==> src/hdl/cfs_pkg.sv <==
// ----------------------------------------------------------------------------
// cfs_pkg
// Shared types and constants of the control-flow sequencer.
// ----------------------------------------------------------------------------
package cfs_pkg;

  localparam int unsigned KindW = 4;

  typedef enum logic [KindW-1:0] {
    K_BCC     = 4'd0,
    K_BRA     = 4'd1,
    K_BRL     = 4'd2,
    K_JMP     = 4'd3,
    K_JML     = 4'd4,
    K_JMP_IND = 4'd5,
    K_JMP_IX  = 4'd6,
    K_JML_IND = 4'd7,
    K_JSR     = 4'd8,
    K_JSL     = 4'd9,
    K_JSR_IX  = 4'd10,
    K_RTI     = 4'd11,
    K_RTS     = 4'd12,
    K_RTL     = 4'd13
  } kind_t;

  localparam logic [1:0] ACC_READ   = 2'd0;
  localparam logic [1:0] ACC_WRITE  = 2'd1;
  localparam logic [1:0] ACC_FINISH = 2'd2;

  localparam logic [7:0] EMU_STATUS_OR  = 8'h30;
  localparam logic [7:0] EMU_STACK_PAGE = 8'h01;

  localparam int unsigned QUEUE_DEPTH = 4;

  typedef struct packed {
    logic        mode;
    logic [3:0]  instr_kind;
    logic        branch_taken;
    logic [23:0] pc_in;
    logic [15:0] sp_in;
    logic [15:0] index_x;
    logic [7:0]  read_data;
  } in_item_t;

  typedef struct packed {
    logic [1:0]  access;
    logic [23:0] address;
    logic [7:0]  write_data;
    logic [23:0] new_pc;
    logic [15:0] new_sp;
    logic [7:0]  new_status;
    logic        status_valid;
    logic        clear_index_high;
    logic        last;
  } out_item_t;

  typedef struct packed {
    logic      valid;
    out_item_t item;
  } res_slot_t;

endpackage

==> src/hdl/cfs_if.sv <==
// ----------------------------------------------------------------------------
// cfs_if
// Valid/ready channel carrying one payload.
// ----------------------------------------------------------------------------
interface cfs_if #(parameter type payload_t = logic) (input logic clk);
  logic     valid;
  logic     ready;
  payload_t data;
  modport source (output valid, output data, input ready);
  modport sink (input valid, input data, output ready);
endinterface

==> src/hdl/cfs_front.sv <==
// ----------------------------------------------------------------------------
// cfs_front
// Executes the sequencing of one input transaction combinationally and
// produces up to three results at once, which are pushed into the queue.
// ----------------------------------------------------------------------------
module cfs_front (
  input  logic                clk,
  input  logic                rst_n,
  input  logic                emu,
  input  logic                fire,
  input  cfs_pkg::in_item_t   item,
  output cfs_pkg::res_slot_t  res0,
  output cfs_pkg::res_slot_t  res1,
  output cfs_pkg::res_slot_t  res2
);
  import cfs_pkg::*;

  logic [3:0]  step_r, step_nxt;
  logic [3:0]  kind_r, kind_nxt;
  logic [23:0] pc_r, pc_nxt;
  logic [15:0] sp_r, sp_nxt;
  logic [15:0] x_r, x_nxt;
  logic [23:0] opw_r, opw_nxt;
  logic [23:0] dw_r, dw_nxt;
  logic [7:0]  st_r, st_nxt;

  always_ff @(posedge clk) begin
    if (!rst_n) begin
      step_r <= '0; kind_r <= '0; pc_r <= '0; sp_r <= '0;
      x_r <= '0; opw_r <= '0; dw_r <= '0; st_r <= '0;
    end else if (fire) begin
      step_r <= step_nxt; kind_r <= kind_nxt; pc_r <= pc_nxt; sp_r <= sp_nxt;
      x_r <= x_nxt; opw_r <= opw_nxt; dw_r <= dw_nxt; st_r <= st_nxt;
    end
  end

  always_comb begin
    logic [1:0]  n;
    logic [7:0]  d;
    logic [15:0] base;
    logic [15:0] t16;
    logic [23:0] bank;
    out_item_t   r [3];
    logic        fin;
    logic        with_st;
    step_nxt = step_r; kind_nxt = kind_r; pc_nxt = pc_r; sp_nxt = sp_r;
    x_nxt = x_r; opw_nxt = opw_r; dw_nxt = dw_r; st_nxt = st_r;
    n = 2'd0; d = item.read_data; fin = 1'b0; with_st = 1'b0;
    base = '0; t16 = '0; bank = '0;
    for (int i = 0; i < 3; i++) r[i] = '0;

    // Bus access helpers are written out inline in the code below.
    if (!item.mode) begin
      pc_nxt = item.pc_in; sp_nxt = item.sp_in; x_nxt = item.index_x;
      opw_nxt = '0; dw_nxt = '0; st_nxt = '0;
      kind_nxt = (item.instr_kind == K_BCC) ? {3'b0, item.branch_taken}
                                            : item.instr_kind;
      step_nxt = 4'd1;
      if (item.instr_kind <= K_JSR_IX) begin
        r[0].access = ACC_READ; r[0].address = pc_nxt;
        pc_nxt[15:0] = pc_nxt[15:0] + 16'd1; n = 2'd1;
      end else if (item.instr_kind == K_RTI || item.instr_kind == K_RTS) begin
        if (emu) begin
          sp_nxt[7:0] = sp_nxt[7:0] + 8'd1;
          r[0].address = {16'h0001, sp_nxt[7:0]};
        end else begin
          sp_nxt = sp_nxt + 16'd1; r[0].address = {8'h0, sp_nxt};
        end
        r[0].access = ACC_READ; n = 2'd1;
      end else if (item.instr_kind == K_RTL) begin
        sp_nxt = sp_nxt + 16'd1; r[0].address = {8'h0, sp_nxt};
        r[0].access = ACC_READ; n = 2'd1;
      end else begin
        fin = 1'b1;
      end
    end else if (step_r != 4'd0) begin
      step_nxt = step_r + 4'd1;
      case (kind_r)
        K_BCC: fin = 1'b1;
        K_BRA: begin
          pc_nxt[15:0] = pc_r[15:0] + {{8{d[7]}}, d}; fin = 1'b1;
        end
        K_BRL, K_JMP: begin
          if (step_r == 4'd1) begin
            dw_nxt = {16'h0, d};
            r[0].access = ACC_READ; r[0].address = pc_r;
            pc_nxt[15:0] = pc_r[15:0] + 16'd1; n = 2'd1;
          end else begin
            pc_nxt[15:0] = (kind_r == K_BRL) ? pc_r[15:0] + {d, dw_r[7:0]}
                                             : {d, dw_r[7:0]};
            fin = 1'b1;
          end
        end
        K_JML: begin
          if (step_r == 4'd1 || step_r == 4'd2) begin
            if (step_r == 4'd1) dw_nxt = {16'h0, d};
            else dw_nxt = {8'h0, d, dw_r[7:0]};
            r[0].access = ACC_READ; r[0].address = pc_r;
            pc_nxt[15:0] = pc_r[15:0] + 16'd1; n = 2'd1;
          end else begin
            pc_nxt = {d, dw_r[15:0]}; fin = 1'b1;
          end
        end
        K_JMP_IND, K_JMP_IX, K_JML_IND: begin
          bank = (kind_r == K_JMP_IX) ? {pc_r[23:16], 16'h0} : 24'h0;
          base = (kind_r == K_JMP_IX) ? opw_r[15:0] + x_r : opw_r[15:0];
          if (step_r == 4'd1) begin
            opw_nxt = {16'h0, d};
            r[0].access = ACC_READ; r[0].address = pc_r;
            pc_nxt[15:0] = pc_r[15:0] + 16'd1; n = 2'd1;
          end else if (step_r == 4'd2) begin
            opw_nxt = {8'h0, d, opw_r[7:0]};
            base = (kind_r == K_JMP_IX) ? opw_nxt[15:0] + x_r : opw_nxt[15:0];
            r[0].access = ACC_READ; r[0].address = bank | {8'h0, base}; n = 2'd1;
          end else if (step_r == 4'd3) begin
            dw_nxt = {16'h0, d};
            t16 = base + 16'd1;
            r[0].access = ACC_READ; r[0].address = bank | {8'h0, t16}; n = 2'd1;
          end else if (step_r == 4'd4 && kind_r == K_JML_IND) begin
            dw_nxt = {8'h0, d, dw_r[7:0]};
            t16 = base + 16'd2;
            r[0].access = ACC_READ; r[0].address = {8'h0, t16}; n = 2'd1;
          end else begin
            if (kind_r == K_JML_IND) pc_nxt = {d, dw_r[15:0]};
            else pc_nxt[15:0] = {d, dw_r[7:0]};
            fin = 1'b1;
          end
        end
        K_JSR: begin
          if (step_r == 4'd1) begin
            opw_nxt = {16'h0, d};
            r[0].access = ACC_READ; r[0].address = pc_r;
            pc_nxt[15:0] = pc_r[15:0] + 16'd1; n = 2'd1;
          end else begin
            opw_nxt = {8'h0, d, opw_r[7:0]};
            t16 = pc_r[15:0] - 16'd1;
            for (int i = 0; i < 2; i++) begin
              r[i].access = ACC_WRITE;
              r[i].write_data = (i == 0) ? t16[15:8] : t16[7:0];
              if (emu) begin
                r[i].address = {16'h0001, sp_nxt[7:0]};
                sp_nxt[7:0] = sp_nxt[7:0] - 8'd1;
              end else begin
                r[i].address = {8'h0, sp_nxt};
                sp_nxt = sp_nxt - 16'd1;
              end
            end
            n = 2'd2;
            pc_nxt[15:0] = opw_nxt[15:0]; fin = 1'b1;
          end
        end
        K_JSL: begin
          if (step_r == 4'd1) begin
            opw_nxt = {16'h0, d};
            r[0].access = ACC_READ; r[0].address = pc_r;
            pc_nxt[15:0] = pc_r[15:0] + 16'd1; n = 2'd1;
          end else if (step_r == 4'd2) begin
            opw_nxt = {8'h0, d, opw_r[7:0]};
            r[0].access = ACC_WRITE; r[0].address = {8'h0, sp_r};
            r[0].write_data = pc_r[23:16]; sp_nxt = sp_r - 16'd1;
            r[1].access = ACC_READ; r[1].address = pc_r;
            pc_nxt[15:0] = pc_r[15:0] + 16'd1; n = 2'd2;
          end else begin
            t16 = pc_r[15:0] - 16'd1;
            r[0].access = ACC_WRITE; r[0].address = {8'h0, sp_r};
            r[0].write_data = t16[15:8];
            r[1].access = ACC_WRITE; r[1].address = {8'h0, sp_r - 16'd1};
            r[1].write_data = t16[7:0];
            sp_nxt = sp_r - 16'd2; n = 2'd2;
            pc_nxt = {d, opw_r[15:0]};
            if (emu) sp_nxt[15:8] = EMU_STACK_PAGE;
            fin = 1'b1;
          end
        end
        K_JSR_IX: begin
          if (step_r == 4'd1) begin
            opw_nxt = {16'h0, d};
            r[0].access = ACC_WRITE; r[0].address = {8'h0, sp_r};
            r[0].write_data = pc_r[15:8];
            r[1].access = ACC_WRITE; r[1].address = {8'h0, sp_r - 16'd1};
            r[1].write_data = pc_r[7:0];
            sp_nxt = sp_r - 16'd2;
            r[2].access = ACC_READ; r[2].address = pc_r;
            pc_nxt[15:0] = pc_r[15:0] + 16'd1; n = 2'd3;
          end else if (step_r == 4'd2) begin
            opw_nxt = {8'h0, d, opw_r[7:0]};
            t16 = opw_nxt[15:0] + x_r;
            r[0].access = ACC_READ; r[0].address = {pc_r[23:16], t16}; n = 2'd1;
          end else if (step_r == 4'd3) begin
            dw_nxt = {16'h0, d};
            t16 = opw_r[15:0] + x_r + 16'd1;
            r[0].access = ACC_READ; r[0].address = {pc_r[23:16], t16}; n = 2'd1;
          end else begin
            pc_nxt[15:0] = {d, dw_r[7:0]};
            if (emu) sp_nxt[15:8] = EMU_STACK_PAGE;
            fin = 1'b1;
          end
        end
        K_RTI: begin
          with_st = 1'b0;
          if (step_r == 4'd1 || step_r == 4'd2 || (step_r == 4'd3 && !emu)) begin
            if (step_r == 4'd1) st_nxt = emu ? (d | EMU_STATUS_OR) : d;
            else if (step_r == 4'd2) dw_nxt = {16'h0, d};
            else dw_nxt = {8'h0, d, dw_r[7:0]};
            if (emu) begin
              sp_nxt[7:0] = sp_r[7:0] + 8'd1;
              r[0].address = {16'h0001, sp_nxt[7:0]};
            end else begin
              sp_nxt = sp_r + 16'd1; r[0].address = {8'h0, sp_nxt};
            end
            r[0].access = ACC_READ; n = 2'd1;
          end else begin
            if (step_r == 4'd3) pc_nxt[15:0] = {d, dw_r[7:0]};
            else pc_nxt = {d, dw_r[15:0]};
            fin = 1'b1; with_st = 1'b1;
          end
        end
        K_RTS: begin
          if (step_r == 4'd1) begin
            dw_nxt = {16'h0, d};
            if (emu) begin
              sp_nxt[7:0] = sp_r[7:0] + 8'd1;
              r[0].address = {16'h0001, sp_nxt[7:0]};
            end else begin
              sp_nxt = sp_r + 16'd1; r[0].address = {8'h0, sp_nxt};
            end
            r[0].access = ACC_READ; n = 2'd1;
          end else begin
            pc_nxt[15:0] = {d, dw_r[7:0]} + 16'd1; fin = 1'b1;
          end
        end
        K_RTL: begin
          if (step_r == 4'd1 || step_r == 4'd2) begin
            if (step_r == 4'd1) dw_nxt = {16'h0, d};
            else dw_nxt = {8'h0, d, dw_r[7:0]};
            sp_nxt = sp_r + 16'd1; r[0].address = {8'h0, sp_nxt};
            r[0].access = ACC_READ; n = 2'd1;
          end else begin
            t16 = dw_r[15:0] + 16'd1;
            pc_nxt = {d, t16};
            if (emu) sp_nxt[15:8] = EMU_STACK_PAGE;
            fin = 1'b1;
          end
        end
        default: fin = 1'b1;
      endcase
    end

    if (fin) begin
      r[n].access = ACC_FINISH;
      r[n].new_pc = pc_nxt;
      r[n].new_sp = sp_nxt;
      if (with_st) begin
        r[n].new_status = st_nxt;
        r[n].status_valid = 1'b1;
        r[n].clear_index_high = !emu && st_nxt[4];
      end
      n = n + 2'd1;
      step_nxt = 4'd0;
    end
    if (n != 2'd0) r[n - 2'd1].last = 1'b1;

    res0 = '{valid: (n > 2'd0), item: r[0]};
    res1 = '{valid: (n > 2'd1), item: r[1]};
    res2 = '{valid: (n > 2'd2), item: r[2]};
  end

endmodule

==> src/hdl/cfs_queue.sv <==
// ----------------------------------------------------------------------------
// cfs_queue
// Result queue taking up to three results per cycle, giving one when ready.
// ----------------------------------------------------------------------------
module cfs_queue #(
  parameter int unsigned DEPTH = cfs_pkg::QUEUE_DEPTH
) (
  input  logic               clk,
  input  logic               rst_n,
  input  logic               push,
  input  cfs_pkg::res_slot_t res0,
  input  cfs_pkg::res_slot_t res1,
  input  cfs_pkg::res_slot_t res2,
  output logic               can_take,
  cfs_if.source              out_ch
);
  import cfs_pkg::*;

  localparam int unsigned AW = $clog2(DEPTH);

  out_item_t          mem_r [DEPTH];
  logic [AW-1:0]      rd_r, wr_r;
  logic [AW:0]        cnt_r, cnt_nxt;
  logic [1:0]         n_in;
  logic               pop;

  assign pop      = out_ch.valid && out_ch.ready;
  assign out_ch.valid = cnt_r != '0;
  assign out_ch.data  = mem_r[rd_r];
  assign can_take = (cnt_r + (AW+1)'(3)) <= (AW+1)'(DEPTH);
  assign n_in = push ? {1'b0, res0.valid} + {1'b0, res1.valid} + {1'b0, res2.valid}
                     : 2'd0;
  assign cnt_nxt = cnt_r + (AW+1)'(n_in) - (AW+1)'(pop);

  always_ff @(posedge clk) begin
    if (!rst_n) begin
      rd_r <= '0; wr_r <= '0; cnt_r <= '0;
    end else begin
      cnt_r <= cnt_nxt;
      wr_r  <= wr_r + AW'(n_in);
      if (pop) rd_r <= rd_r + AW'(1);
    end
  end

  always_ff @(posedge clk) begin
    if (push && res0.valid) mem_r[wr_r] <= res0.item;
    if (push && res1.valid) mem_r[wr_r + AW'(1)] <= res1.item;
    if (push && res2.valid) mem_r[wr_r + AW'(2)] <= res2.item;
  end

endmodule

==> src/hdl/cpu_control_flow_sequencer.sv <==
// ----------------------------------------------------------------------------
// cpu_control_flow_sequencer
// Bus-access sequencer for 65816 branch, jump, call and return instructions.
// ----------------------------------------------------------------------------
// Usage: a start transaction on the input channel (mode 0) carries the
// instruction kind, PC, S and X; each read reply (mode 1) carries the byte
// for the last read request. Every input transaction yields up to three
// result transactions (reads, writes, finish) on the output channel, the
// final one marked by last.
// The front part decodes a transaction in the cycle it is accepted and
// pushes its results into a four-entry queue, which offers them in order;
// results leave one per cycle while the receiver is ready. One input
// transaction is accepted per cycle while the queue has room for three
// results, so a stalled receiver holds off input after at most four
// buffered results. The register emulation_mode sits at address 0 of the
// cfg port and resets to 1. Reset empties the queue and returns the
// sequencer to idle; there is no clearing pass.
// ----------------------------------------------------------------------------
module cpu_control_flow_sequencer #(
  parameter int unsigned QUEUE_DEPTH = cfs_pkg::QUEUE_DEPTH
) (
  input  logic        clk,
  input  logic        rst_n,
  cfs_if.sink         in_ch,
  cfs_if.source       out_ch,
  input  logic        cfg_psel,
  input  logic        cfg_penable,
  input  logic        cfg_pwrite,
  input  logic        cfg_paddr,
  input  logic [31:0] cfg_pwdata,
  output logic [31:0] cfg_prdata,
  output logic        cfg_pready
);
  import cfs_pkg::*;

  logic      emu_r;
  logic      can_take;
  logic      fire;
  res_slot_t res0, res1, res2;

  assign cfg_pready = 1'b1;
  assign cfg_prdata = {31'h0, emu_r};

  always_ff @(posedge clk) begin
    if (!rst_n) begin
      emu_r <= 1'b1;
    end else if (cfg_psel && cfg_penable && cfg_pwrite && cfg_paddr == 1'b0) begin
      emu_r <= cfg_pwdata[0];
    end
  end

  assign in_ch.ready = can_take;
  assign fire = in_ch.valid && in_ch.ready;

  cfs_front u_front (
    .clk  (clk),
    .rst_n(rst_n),
    .emu  (emu_r),
    .fire (fire),
    .item (in_ch.data),
    .res0 (res0),
    .res1 (res1),
    .res2 (res2)
  );

  cfs_queue #(.DEPTH(QUEUE_DEPTH)) u_queue (
    .clk     (clk),
    .rst_n   (rst_n),
    .push    (fire),
    .res0    (res0),
    .res1    (res1),
    .res2    (res2),
    .can_take(can_take),
    .out_ch  (out_ch)
  );

`ifndef ASSERT_OFF
  a_finish_last: assert property (@(posedge clk) disable iff (!rst_n)
    out_ch.valid && out_ch.data.access == ACC_FINISH |-> out_ch.data.last)
    else $error("finish transaction not marked last");
  a_status_only_finish: assert property (@(posedge clk) disable iff (!rst_n)
    out_ch.valid && out_ch.data.status_valid |-> out_ch.data.access == ACC_FINISH)
    else $error("status on a bus request");
  a_reset_idle: assert property (@(posedge clk) !rst_n |=> !out_ch.valid)
    else $error("output valid after reset");
`endif

endmodule

==> src/flat_wrapper.sv <==
// flat-port wrapper written by rule: the top's interface ports become plain ports
module cpu_control_flow_sequencer_flat import cfs_pkg::*;
#(
  parameter int unsigned QUEUE_DEPTH = cfs_pkg::QUEUE_DEPTH
)
  (clk, rst_n, cfg_psel, cfg_penable, cfg_pwrite, cfg_paddr, cfg_pwdata, cfg_prdata, cfg_pready, in_ch_valid, in_ch_data, in_ch_ready, out_ch_valid, out_ch_data, out_ch_ready);
  cfs_if #(.payload_t(in_item_t)) in_ch_i (.clk(clk));
  cfs_if #(.payload_t(out_item_t)) out_ch_i (.clk(clk));
  input  logic clk;
  input  logic rst_n;
  input  logic cfg_psel;
  input  logic cfg_penable;
  input  logic cfg_pwrite;
  input  logic cfg_paddr;
  input  logic [31:0] cfg_pwdata;
  output logic [31:0] cfg_prdata;
  output logic cfg_pready;
  input wire logic [$bits(in_ch_i.valid)-1:0] in_ch_valid;
  input wire logic [$bits(in_ch_i.data)-1:0] in_ch_data;
  output wire logic [$bits(in_ch_i.ready)-1:0] in_ch_ready;
  output wire logic [$bits(out_ch_i.valid)-1:0] out_ch_valid;
  output wire logic [$bits(out_ch_i.data)-1:0] out_ch_data;
  input wire logic [$bits(out_ch_i.ready)-1:0] out_ch_ready;
  assign in_ch_i.valid = in_ch_valid;
  assign in_ch_i.data = in_ch_data;
  assign in_ch_ready = in_ch_i.ready;
  assign out_ch_valid = out_ch_i.valid;
  assign out_ch_data = out_ch_i.data;
  assign out_ch_i.ready = out_ch_ready;
  cpu_control_flow_sequencer #(.QUEUE_DEPTH(QUEUE_DEPTH)) u_core (.clk(clk), .rst_n(rst_n), .in_ch(in_ch_i), .out_ch(out_ch_i), .cfg_psel(cfg_psel), .cfg_penable(cfg_penable), .cfg_pwrite(cfg_pwrite), .cfg_paddr(cfg_paddr), .cfg_pwdata(cfg_pwdata), .cfg_prdata(cfg_prdata), .cfg_pready(cfg_pready));
endmodule
==> config.mk <==
export PLATFORM = sky130hd
export DESIGN_NAME = cpu_control_flow_sequencer_flat
export DESIGN_NICKNAME = d
export VERILOG_FILES = /design/src/hdl/cfs_pkg.sv /design/src/hdl/cfs_if.sv /design/src/hdl/cfs_front.sv /design/src/hdl/cfs_queue.sv /design/src/hdl/cpu_control_flow_sequencer.sv /design/src/flat_wrapper.sv
export SDC_FILE = /design/constraint.sdc
export NUM_CORES = 2
export LEC_CHECK = 0
export BUFFER_PORTS_ARGS = -buffer_cell sky130_fd_sc_hd__buf_2
export CORE_ASPECT_RATIO = 1.2
export CORE_MARGIN = 3
export CORE_UTILIZATION = 60
export CTS_CLUSTER_SIZE = 16
export DETAILED_ROUTE_END_ITERATION = 8
export PLACE_DENSITY = 0.76
export SLEW_MARGIN = 20
export SYNTH_ARGS = -nofsm -noshare
export SYNTH_HDL_FRONTEND = slang
export SYNTH_SLANG_ARGS = --single-unit
==> constraint.sdc <==
create_clock -name clk -period 15.56 [get_ports clk]
set_input_delay 3.89 -clock clk [delete_from_list [all_inputs] [get_ports clk]]
set_output_delay 3.89 -clock clk [all_outputs]
set_load 0.03 [all_outputs]
==> run metrics <==
final setup fails=0; Vias/cell=slightly above 7; Clock Sinks=between 400 and 500; Max FO, Critical Path=65; top cell type's share of synthesized area=roughly 30%; Mapped Area=around 34000 µm²; Clk pwr share=between 20% and 30%; master of the slowest instance on the critical path=buf_4; initial antenna violation count=9; largest net degree at the start of global routing=about 110; DR iter-0 viols=~5600; outcome=finished clean; switching share of total power=41.4%; share of cells above drive strength 1=between 10% and 20%; library cells used by synthesis=a little over 100; Post-synth EDFFs=340; post-cts sizing count=0; Pwr Density=121 nW/µm²; post-synthesis sequential area ratio=between 30% and 40%; Worst-Margin Slew=~1.2 ns; number of port buffers=approximately 170; # rows=95; Initial DRT Pass Iterations=9; CTS tree=built; total die area=60100 µm²; Initial Util=60.9%; worst min-delay path startpoint=u_core.u_front.x_r[7]; power consumption=between 4000 and 5000 µW; Final Hold Viols=0; CTS Buffer Depth=3; Critical path origin=in_ch_data[69]; Cells after Synth=~4000; Root Buffer=clkbuf_16; via count=around 34000; most used cell, CP=buf_4; Post-CTS Setup Repair Bufs=0; Die H=roughly 270 µm; Avg WL per Cell=29.0 µm; register share of total power=between 30% and 40%; Avg Cell Area, Syn=between 8 and 9 µm²; Synth Flop Type=edfxtp_1; CTS buffer count=between 40 and 50; Post-synth ARST share=0%; vias in the first global route=around 32000; Final Skew=between 0.02 and 0.03 ns; number of remaining DRC errors=0; Peak VDD IR=about 0.10 mV; global placement routability congestion=1.10; Min-Delay Path Class=flop to flop; CP Cell Sequence=buf_2 > buf_4 > inv_2 > a21oi_1 > buf_4 > nand2_1 > ha_1 > a21oi_2 > nor2_1 > nor2_1 > o21bai_1 > a21oi_4 > buf_4; clock insertion delay at the later pin of the skew report=0.62 ns; combinational fraction of design power=40.7%; Critical Path RT=between 15 and 20 ns; DPL Wire Length=94400 µm; crit end category=flop; Power Internal=~2600 µW; Core Box Area=about 56000 µm²; Final Max Slew Viols=0; Final nets=4192; Pleak=between 0.01 and 0.015 µW; drt total wl=138000 µm; fmax=approximately 130 MHz; first-pass GRT wire length=203000 µm; MaxCap Viol Count=0; fin crit share=51.4%; clk slew on worst S/H paths=0.07 ns; Startpoint Class=input pin; synthesized flop and latch total=around 450; FF-to-FF Start=u_core.u_front.step_r[0]; Layout Area Growth over Synthesis=8.01%; slowest stage delay, CP=~0.88 ns; signal arrival time at the worst endpoint=between 8 and 9 ns; Slew HR=between 20% and 30%; Hold Buf Count CTS=0; most numerous cell in the Yosys netlist=nor2_1; crit path kind=input pin to flop; H-Tree Depth=2; post-synth top area cell=edfxtp_1; top cells by count, synth=498 x nor2_1, 477 x nand2_1, 407 x a21oi_1; Final Critical Period=around 8 ns; setup TNS=0 ns; Die X=224 µm; Synth area leaders=edfxtp_1 30%, dfxtp_1 6.7%, a21oi_1 5.9%; fill count=approximately 4800; RSZ-0062 raised after global routing=no; ANT nets after route=0; total gr overflow=0; I/O pins=between 200 and 250; NetSw=roughly 1900 µW; Syn. warnings=0; Total GRT Usage=44.8%
-- power groups by stage --
stage | combinational [µW] | sequential [µW] | clock, µW
floorplan | 1260 | 1480 | 0
global placement | 1740 | 1520 | 0
detailed placement | 1750 | 1530 | 0
CTS | 1760 | 1510 | 1150
global route | 1910 | 1520 | 1190
finish | 1820 | 1510 | 1150
-- path summary, 6_finish.rpt --
check / endpoint / slack, ns / depth (start not counted)
worst max-delay path: u_core.u_queue.mem_r[0][21] / 7.56 / 13
worst min-delay path: u_core.u_front.x_r[7] / 0.46 / 2
worst max register to register: u_core.u_queue.mem_r[0][21] / 8.80 / 14
worst min register to register: u_core.u_front.x_r[7] / 0.46 / 2
-- critical path: cells and delay by family --
family	cells	cell delay [ns]
AND/OR/NAND/NOR	3	0.60
adder cells (fa/ha/maj)	1	0.35
AO/OA/AOI/OAI	4	1.60
buffers and inverters	5	1.62
-- layer usage --
metal / vias to the layer above / share of wire, % / GRT usage [%]
li1: 14900 / - / -
met5: - / 0.017 / 0
met2: 2672 / 43 / 67.7
met4: 4 / 9.5 / 33.7
met1: 16200 / 35 / 56.0
met3: 734 / 13 / 10.8
-- placed cells by master (no fill, tap or decap), drive strengths merged, types with 15 or more instances in the layout --
master / count
nor2: 499
nand2: 477
a21oi: 409
edfxtp: 340
o21ai: 279
buf: 269
nand3: 120
dfxtp: 114
nor3: 110
xnor2: 98
mux4: 85
ha: 82
xor2: 80
mux2i: 57
inv: 57
o22ai: 55
clkbuf: 55
a31oi: 47
a221oi: 44
o211ai: 41
and3: 39
a211oi: 39
a22o: 38
a21o: 38
a22oi: 36
nand2b: 34
and2: 33
conb: 32
o221ai: 32
nand4: 31
o21a: 29
or3: 23
clkinv: 22
nor4: 20
a2111oi: 19
o31ai: 19
nor3b: 17
nor2b: 15
-- state kept, by name, summed over array words and instances (netlist names), named ones only --
name and cells:
u_core.u_queue.rd_r 2, u_core.u_queue.mem_r 340, u_core.u_front.opw_r 16, u_core.u_front.kind_r 4, u_core.u_front.x_r 16, u_core.u_front.sp_r 16
u_core.u_front.step_r 4, u_core.u_front.pc_r 24, u_core.u_front.dw_r 16, u_core.u_queue.wr_r 2, u_core.emu_r 1, u_core.u_queue.cnt_r 3
u_core.u_front.st_r 8
-- kinds of logic (layout without fill, tap and decap cells) --
kind of cell / count (synthesis) / after routing / synth area share, %
AO/OA/AOI/OAI: 1247 / 1247 / 23.3
XOR/XNOR: 178 / 178 / 4.54
adder cells (fa/ha/maj): 88 / 88 / 3.28
buffers and inverters: 424 / 410 / 5.23
flip-flops: 454 / 454 / 36.4
multiplexers: 151 / 151 / 7.56
other: 2 / 34 / 0.0219
AND/OR/NAND/NOR: 1474 / 1474 / 19.6
-- final cells by class --
| type | count | area, µm² | share of cell area, % |
|---|---|---|---|
| Clock inverter | 32 | 332 | 0.895 |
| Antenna cell | 2 | 5.00 | 0.0135 |
| Inverter | 54 | 203 | 0.547 |
| Sequential cell | 454 | 12500 | 33.7 |
| Tap cell | 727 | 910 | 2.46 |
| Timing Repair Buffer | 270 | 1620 | 4.38 |
| Clock buffer | 54 | 1210 | 3.27 |
| Multi-Input combinational cell | 3170 | 20300 | 54.7 |
-- through the flow --
step	worst slack, ns	cell area (µm²)	hold WS [ns]	util [%]	instances
2_1_floorplan	3.17	34400	0.441	-	4048
3_3_place_gp	7.19	35500	0.450	62.9	4672
3_5_place_dp	7.09	35500	0.460	62.9	4672
4_1_cts	7.72	37000	0.471	65.7	4758
5_1_grt	7.41	37000	0.491	65.8	4762
6_report	7.56	37000	0.465	65.8	4763
(Power assumes the default switching activity.)
